[src/rtl/pcm_pkg.sv]
package pcm_pkg;

  localparam int ACC_W = 40;

  // Command codes of the request field cmd
  localparam logic [1:0] CMD_WEIGHT = 2'd0;
  localparam logic [1:0] CMD_BIAS   = 2'd1;
  localparam logic [1:0] CMD_SAMPLE = 2'd2;

  // Configuration register indexes
  localparam logic [1:0] CFG_IN_CH   = 2'd0;
  localparam logic [1:0] CFG_OUT_CH  = 2'd1;
  localparam logic [1:0] CFG_BIAS_EN = 2'd2;

  typedef struct packed {
    logic [1:0]          cmd;
    logic [3:0]          out_index;
    logic [3:0]          in_index;
    logic signed [15:0]  value;
  } pcm_in_t;

  typedef struct packed {
    logic [3:0]          out_channel;
    logic signed [15:0]  result;
    logic                last;
  } pcm_out_t;

  // Per-cell table write
  typedef struct packed {
    logic                wt_we;
    logic                bias_we;
    logic [3:0]          wt_addr;
    logic signed [15:0]  wdata;
  } pcm_wr_t;

  // Broadcast control shared by all cells
  typedef struct packed {
    logic                rd_en;
    logic [3:0]          raddr;
    logic                s1_vld;
    logic                s1_wz;
    logic signed [15:0]  s1_sample;
    logic                s2_vld;
    logic                s2_last;
    logic                s3_fin;
    logic                bias_en;
    logic                shift;
  } pcm_ctl_t;

  // Add bias in Q10.22, drop 14 fraction bits (floor), saturate to Q8.8.
  function automatic logic signed [15:0] pcm_finish(input logic signed [ACC_W-1:0] acc,
                                                    input logic signed [15:0] bias);
    logic signed [ACC_W-1:0] total;
    logic [25:0]             q;
    logic                    fits;
    total = acc + {{(ACC_W-30){bias[15]}}, bias, 14'b0};
    q     = total[ACC_W-1:14];
    fits  = (q[25:15] == {11{q[25]}});
    if (fits) begin
      pcm_finish = q[15:0];
    end else if (q[25]) begin
      pcm_finish = 16'sh8000;
    end else begin
      pcm_finish = 16'sh7fff;
    end
  endfunction

endpackage

[src/rtl/pcm_ram.sv]
module pcm_ram #(
  parameter int WIDTH = 16,
  parameter int DEPTH = 16
) (
  input  logic                     clk,
  input  logic                     we,
  input  logic [$clog2(DEPTH)-1:0] waddr,
  input  logic [WIDTH-1:0]         wdata,
  input  logic                     re,
  input  logic [$clog2(DEPTH)-1:0] raddr,
  output logic [WIDTH-1:0]         rdata
);

  logic [WIDTH-1:0] mem_r [DEPTH];

  always_ff @(posedge clk) begin
    if (we) begin
      mem_r[waddr] <= wdata;
    end
    if (re) begin
      rdata <= mem_r[raddr];
    end
  end

endmodule

[src/rtl/pcm_cell.sv]
module pcm_cell import pcm_pkg::*; #(
  parameter int ROWS = 16
) (
  input  logic               clk,
  input  logic               rst_n,
  input  pcm_wr_t            wr,
  input  pcm_ctl_t           ctl,
  input  logic signed [15:0] nbr_in,
  output logic signed [15:0] res_out
);

  localparam int AW = $clog2(ROWS);

  logic [15:0]              w_q;
  logic signed [15:0]       w_eff;
  logic signed [15:0]       sample;
  logic signed [31:0]       prod_nxt;
  logic signed [31:0]       prod_r;
  logic signed [ACC_W-1:0]  prod_ext;
  logic signed [ACC_W-1:0]  sum;
  logic signed [ACC_W-1:0]  acc_r;
  logic signed [ACC_W-1:0]  fin_r;
  logic signed [15:0]       bias_r;
  logic signed [15:0]       bias_sel;
  logic signed [15:0]       res_r;

  // Weight row of this output channel
  pcm_ram #(
    .WIDTH(16),
    .DEPTH(ROWS)
  ) u_wt (
    .clk   (clk),
    .we    (wr.wt_we),
    .waddr (wr.wt_addr[AW-1:0]),
    .wdata (wr.wdata),
    .re    (ctl.rd_en),
    .raddr (ctl.raddr[AW-1:0]),
    .rdata (w_q)
  );

  assign sample   = ctl.s1_sample;
  assign w_eff    = ctl.s1_wz ? 16'sd0 : $signed(w_q);
  assign prod_nxt = sample * w_eff;
  assign prod_ext = {{(ACC_W-32){prod_r[31]}}, prod_r};
  assign sum      = acc_r + prod_ext;
  assign bias_sel = ctl.bias_en ? bias_r : 16'sd0;
  assign res_out  = res_r;

  always_ff @(posedge clk) begin
    if (wr.bias_we) begin
      bias_r <= wr.wdata;
    end
    if (ctl.s1_vld) begin
      prod_r <= prod_nxt;
    end
    if (ctl.s2_vld && ctl.s2_last) begin
      fin_r <= sum;
    end
    if (ctl.s3_fin) begin
      res_r <= pcm_finish(fin_r, bias_sel);
    end else if (ctl.shift) begin
      res_r <= nbr_in;
    end
  end

  always_ff @(posedge clk) begin
    if (!rst_n) begin
      acc_r <= '0;
    end else if (ctl.s2_vld) begin
      acc_r <= ctl.s2_last ? '0 : sum;
    end
  end

endmodule

[config.mk]
export PLATFORM = sky130hd
export DESIGN_NAME = pcm_cell
export DESIGN_NICKNAME = d
export VERILOG_FILES = /design/src/rtl/pcm_pkg.sv /design/src/rtl/pcm_ram.sv /design/src/rtl/pcm_cell.sv
export SDC_FILE = /design/constraint.sdc
export NUM_CORES = 1
export LEC_CHECK = 0
export BUFFER_PORTS_ARGS = -buffer_cell sky130_fd_sc_hd__buf_2
export CORE_MARGIN = 2
export CORE_UTILIZATION = 28
export CTS_CLUSTER_SIZE = 40
export DETAILED_ROUTE_END_ITERATION = 6
export PLACE_DENSITY = 0.49
export SLEW_MARGIN = 0
export SYNTH_ARGS = -nofsm -noshare
export SYNTH_HDL_FRONTEND = slang
export SYNTH_SLANG_ARGS = --single-unit
[constraint.sdc]
create_clock -name clk -period 8.4 [get_ports clk]
set_input_delay 0.42 -clock clk [delete_from_list [all_inputs] [get_ports clk]]
set_output_delay 0.42 -clock clk [all_outputs]
set_load 0.02 [all_outputs]
Word-level counts from Yosys, hierarchy flattened

Memories as Yosys holds them, arrays and structs flattened. A register that Yosys moved wholly into a read port is not among the register bits.
Index checks and enable logic that the tools add are counted.

Shifts and indexed selects: 0
Divide/modulo/power cells: 0
Bitwise logic cells: 0
Add/subtract/negate cells: 2
Multiply operators: 1
Eq/ne operators: 1
$lt $le $gt $ge: 0
Mux-type cells: 9
Reduce and logical (&&, ||, !) cells: 2

Operator list:

| operator          | number |
|---|---|
| $mux 16           | 6 |
| $add 40x32->40    | 1 |
| $add 40x40->40    | 1 |
| $mux 40           | 1 |
| $mul 16x16->32    | 1 |
| $eq 10x10->1      | 1 |
| $mux 1            | 2 |
| $reduce_bool 2->1 | 1 |
| $logic_and 1x1->1 | 1 |

Bits in read-only memories: 0
Output and inout bits: 16
Memory bits (writable): 256
Bits of input ports: 68
Latch bits: 0
Bits in registers: 144
Memories: 1
Logic and storage cells: 21

Memory list:

| memory     | words | width | read ports | clocked after Yosys merged registers in | write ports | RTL line      | text |
|---|---|---|---|---|---|---|---|
| u_wt.mem_r | 16    | 16    | 1          | 1                                       | 1           | pcm_ram.sv:14 | `logic [WIDTH-1:0] mem_r [DEPTH];` |

Depth between registers and ports, before layout

Depth in word-level cells: 5
Mapped depth: 26
Gate-level depth less buffers: 24

Modules after synthesis

From an unflattened synthesis, not the netlist that was laid out.

Cell total of the unflattened synthesis: 2295
Area, all modules: 27991.8 µm²

By module, submodules not included:

| module   | cells an instance | instances | area each (µm²) | seq. area each (µm²) |
|---|---|---|---|---|
| pcm_cell | 1863              | 1         | 17788.3         | 3503.4 |
| pcm_ram  | 432               | 1         | 10203.5         | 8167.8 |

Least setup slack after synthesis

No wires, ideal clock.

Kind: input-to-reg
Start point: input port ctl[21] in the netlist's numbering
End point: register prod_r[30] (data pin)
Setup slack: 1.851 ns
Library setup time: 0.137 ns
Arrival time: 6.412 ns
Stages on the path: 21
Cells stage by stage: clkbuf_1 -> nor2b_1 -> clkbuf_1 -> nand2_1 -> fa_1 -> fa_1 -> fa_1 -> fa_1 -> inv_1 -> fa_1 -> fa_1 -> ha_1 -> and3_1 -> and3_1 -> a21oi_1 -> a31o_2 -> o21ai_0 -> a211oi_1 -> o211ai_1 -> or4_1 -> nand4_1

Cells in the longest elaborated chain, start to end: 2

RTL lines:

| element              | RTL line       | text |
|---|---|---|
| start, declared      | pcm_cell.sv:7  | `input pcm_ctl_t ctl,` |
| $mux 16              | pcm_cell.sv:42 | `assign w_eff = ctl.s1_wz ? 16'sd0 : $signed(w_q);` |
| $mul 16x16->32       | pcm_cell.sv:43 | `assign prod_nxt = sample * w_eff;` |
| via prod_nxt[30]     | pcm_cell.sv:17 | `logic signed [31:0] prod_nxt;` |
| end signal, assigned | pcm_cell.sv:54 | `prod_r <= prod_nxt;` |
| end, declared        | pcm_cell.sv:18 | `logic signed [31:0] prod_r;` |

The timed path passes the listed nets, and every way through them passes these cells.
A chain may end at the register's enable or synchronous reset.

Final worst setup path

Start point: register u_wt.rdata[4] (read register of u_wt.mem_r)
End point: register prod_r[30] (data pin)

Cells in the longest elaborated chain, start to end: 2

RTL lines:

| element          | RTL line       | text |
|---|---|---|
| start, declared  | pcm_ram.sv:11  | `output logic [WIDTH-1:0] rdata` |
| $mux 16          | pcm_cell.sv:42 |  |
| $mul 16x16->32   | pcm_cell.sv:43 |  |
| via prod_nxt[30] | pcm_cell.sv:17 |  |

The timed path passes the listed nets, and every way through them passes these cells.

==> results.md <==
- # fillers: 9793
- Total CTS buffers: 42
- HPWL Detailed: 49600 um
- Setup TNS: 0 ns
- Final critical-path required period: 7.14 ns
- # Max-Cap Violations: 0
- Worst setup SP type: flop
- Crit-path slowest cell: nor2b_1
- First-pass DRT Iterations: 5
- Final period utilization: 0.850
- Share of the synthesized area in the top cell type: 0.390
- P&R area growth vs syn: 12.0%
- DRT iter0 DRCs: 1215
- Rel. slew slack: 0.226
- Layout cells sized above 1: 0.124
- Crit path cell chain: nor2b_1, and2_1, fa_1, inv_1, fa_1, fa_1, fa_1, inv_1, fa_1, fa_1, ha_1, and3_1, and3_1, a21oi_1, a31o_2, o21ai_0, a211oi_1, o211ai_1, or4_1, nand4_1
- Sequential fraction of the synthesis area: 0.419
- Async S/R FF share, synth: 0
- Final wirelength: 67900 um
- Final ANT Viol Nets: 0
- Post-synth EDFFs: 362
- Placed insts: 3574
- RSZ-0062 raised after global routing: no
- Worst Tran Pin Value: 1.16 ns
- CTS Root Cell: clkbuf_16
- #FFs+latches synth: 402
- Initial Utilization: 0.283
- Final setup vio count: 0
- First-pass GRT wire length: 106000 um
- IO Count: 84
- Placeable Area: 98600 sq um
- Gr ovfl total: 0
- Total track usage: 0.133
- Multi-input gate area: 14700 sq um
- Register Area: 11700 sq um
- Hold buffers post-CTS: 0
- Cells after synthesis: 2239
- Syn nets: 2717
- Routed wire per std cell: 18.6 um
- Status: complete, no violations
- Largest stage delay on the critical path: 0.82 ns
- Crit path top cell by count: fa_1
- Cell accounting for the most synthesized area: edfxtp_1
- R2R depth: 20
- Clock buffer depth: 3
- Initial antenna violation count: 9
- Final Hold Vio Count: 0
- Max VDD drop: 0.224 mV
- Synth cell types: 74
- Nets: 2809
- Gp weighted congestion: 0.814
- Pin count of the biggest net entering global routing: 65
- Synthesis Warnings: 0
- Die area: 102000 sq um
- Path type of the worst min-delay path: input pin to flop
- Predominant post-synthesis flop cell: edfxtp_1
- Max Slew Vio Count: 0
- Crit path DAT: 7.56 ns
- H-tree Lvls: 2
- CP endpoint kind: flop
- Clock skew: 0.0220 ns
- CTS tree: done
- Kind of critical path: flop to flop
- Critical Path RT: 8.82 ns
- PD cells: 309 nW/um^2
- Min Hold Slack: 0.185 ns
- Cell area after synthesis: 27900 sq um
- Critical Path Fanout Max: 13
- Routed via count: 17292
- Worst reg-to-reg setup slack: 1.26 ns
- Antenna Cells: 0
- Post-CTS setup buffer count: 0
- Worst Hold Depth: 3
- Mapped Avg Cell Area: 12.5 sq um
- Reg clk slew, reported paths: 0.06 ns
- Post-CTS Resized: 0
- Vias per cell: 4.74
- Die Wd: 320 um
- DR DRC count: 0
- Clk sinks: 402
- Synth area leaders: edfxtp_1 39%, fa_1 19%, ha_1 6.6%
- Die Y: 320 um
- Input/output buffers: 83
- P_leak: 0.0128 uW
- Number of cell rows: 115
- F_max: 140 MHz
- Fin cells: 3650
- Later-pin clock latency in the skew report: 0.58 ns
- Post-layout power: 9650 uW
- Vias in the first global route: 18736
-- synthesized netlist by cell type (all sizes together) (28+ instances only) --
library cell / n
fa: 264
edfxtp: 362
a21oi: 82
a22o: 34
dfxtp: 40
nor2: 82
and2: 154
nand2: 159
inv: 323
clkbuf: 58
xor2: 28
xnor2: 58
a21o: 40
nor2b: 38
ha: 146
o21ai: 59
mux4: 80
-- power breakdown --
group / total [uW] / switching [uW] / internal [uW] / leakage, uW
Combinational: 5130 / 2980 / 2150 / 0.00849
Clock: 1790 / 782 / 1000 / 0.000630
Sequential: 2740 / 108 / 2630 / 0.00368
Total: 9650 / 3870 / 5780 / 0.0128
-- critical path, delay by kind of cell, from the launching register on --
kind / cells / cell delay [ns]
AOI/OAI and AO/OA: 5 / 1.32
adders and majority gates: 7 / 3.12
buffers and inverters: 2 / 0.13
DFF: 1 / 0.40
and+or+nand+nor: 6 / 2.02
-- through the flow --
step                 util  instance area (sq um)  worst slack (ns)
global route        0.317                  31200             0.869
floorplan               -                  27900              1.85
detailed placement  0.303                  29900              1.01
global placement    0.303                  29900              1.13
finish              0.317                  31200              1.26
CTS                 0.317                  31200              1.25
-- final cells by class --
cell class / instances / area share
inverters: 323 / 0.0388
flip-flops and latches: 402 / 0.374
multi-input cells: 1444 / 0.472
repair buffers: 118 / 0.0218
well taps: 1287 / 0.0516
clock inverters: 21 / 0.00645
clock buffers: 55 / 0.0355
-- path summary, 6_finish.rpt --
path	startpoint	endpoint
min	nbr_in[15]	res_out[15]
min reg2reg	acc_r[36]	acc_r[36]
max reg2reg	u_wt.rdata[4]	prod_r[30]
max	u_wt.rdata[4]	prod_r[30]
-- cell families after synthesis --
| logic type | count (synthesis) | share of synthesized area |
|---|---|---|
| AO/OA/AOI/OAI | 329 | 0.0823 |
| XOR/XNOR | 86 | 0.0270 |
| adder cells (fa/ha/maj) | 410 | 0.255 |
| buffers and inverters | 393 | 0.0535 |
| flip-flops | 402 | 0.419 |
| multiplexers | 82 | 0.0653 |
| AND/OR/NAND/NOR | 537 | 0.0981 |
-- registers in the layout (all words and copies together) (netlist names) --
signal	flops
bias_r	16
acc_r	40
fin_r	26
prod_r	32
res_out	16
u_wt.rdata	16
u_wt.mem_r	256
-- per-layer routing --
layer / GRT usage / vias to the layer above / routed length, um / share of wire
met3: 0.0196 / 93 / 2720 / 0.040
met1: 0.171 / 8961 / 29500 / 0.43
met2: 0.235 / 309 / 34300 / 0.50
met4: 0.0328 / 12 / 1390 / 0.020
li1: - / 7917 / - / -
met5: 0 / - / 69 / 0.0010
-- cell usage in the layout (no fill, tap or decap), types with 40 or more instances in the layout --
cell / n
dfxtp_1: 40
o21ai_0: 58
edfxtp_1: 362
xnor2_1: 58
fa_1: 264
nand2_1: 159
ha_1: 146
inv_1: 323
a21oi_1: 80
clkbuf_16: 42
mux4_2: 80
buf_2: 82
and2_1: 153
nor2_1: 82
Power figures use the tool's default switching activity.
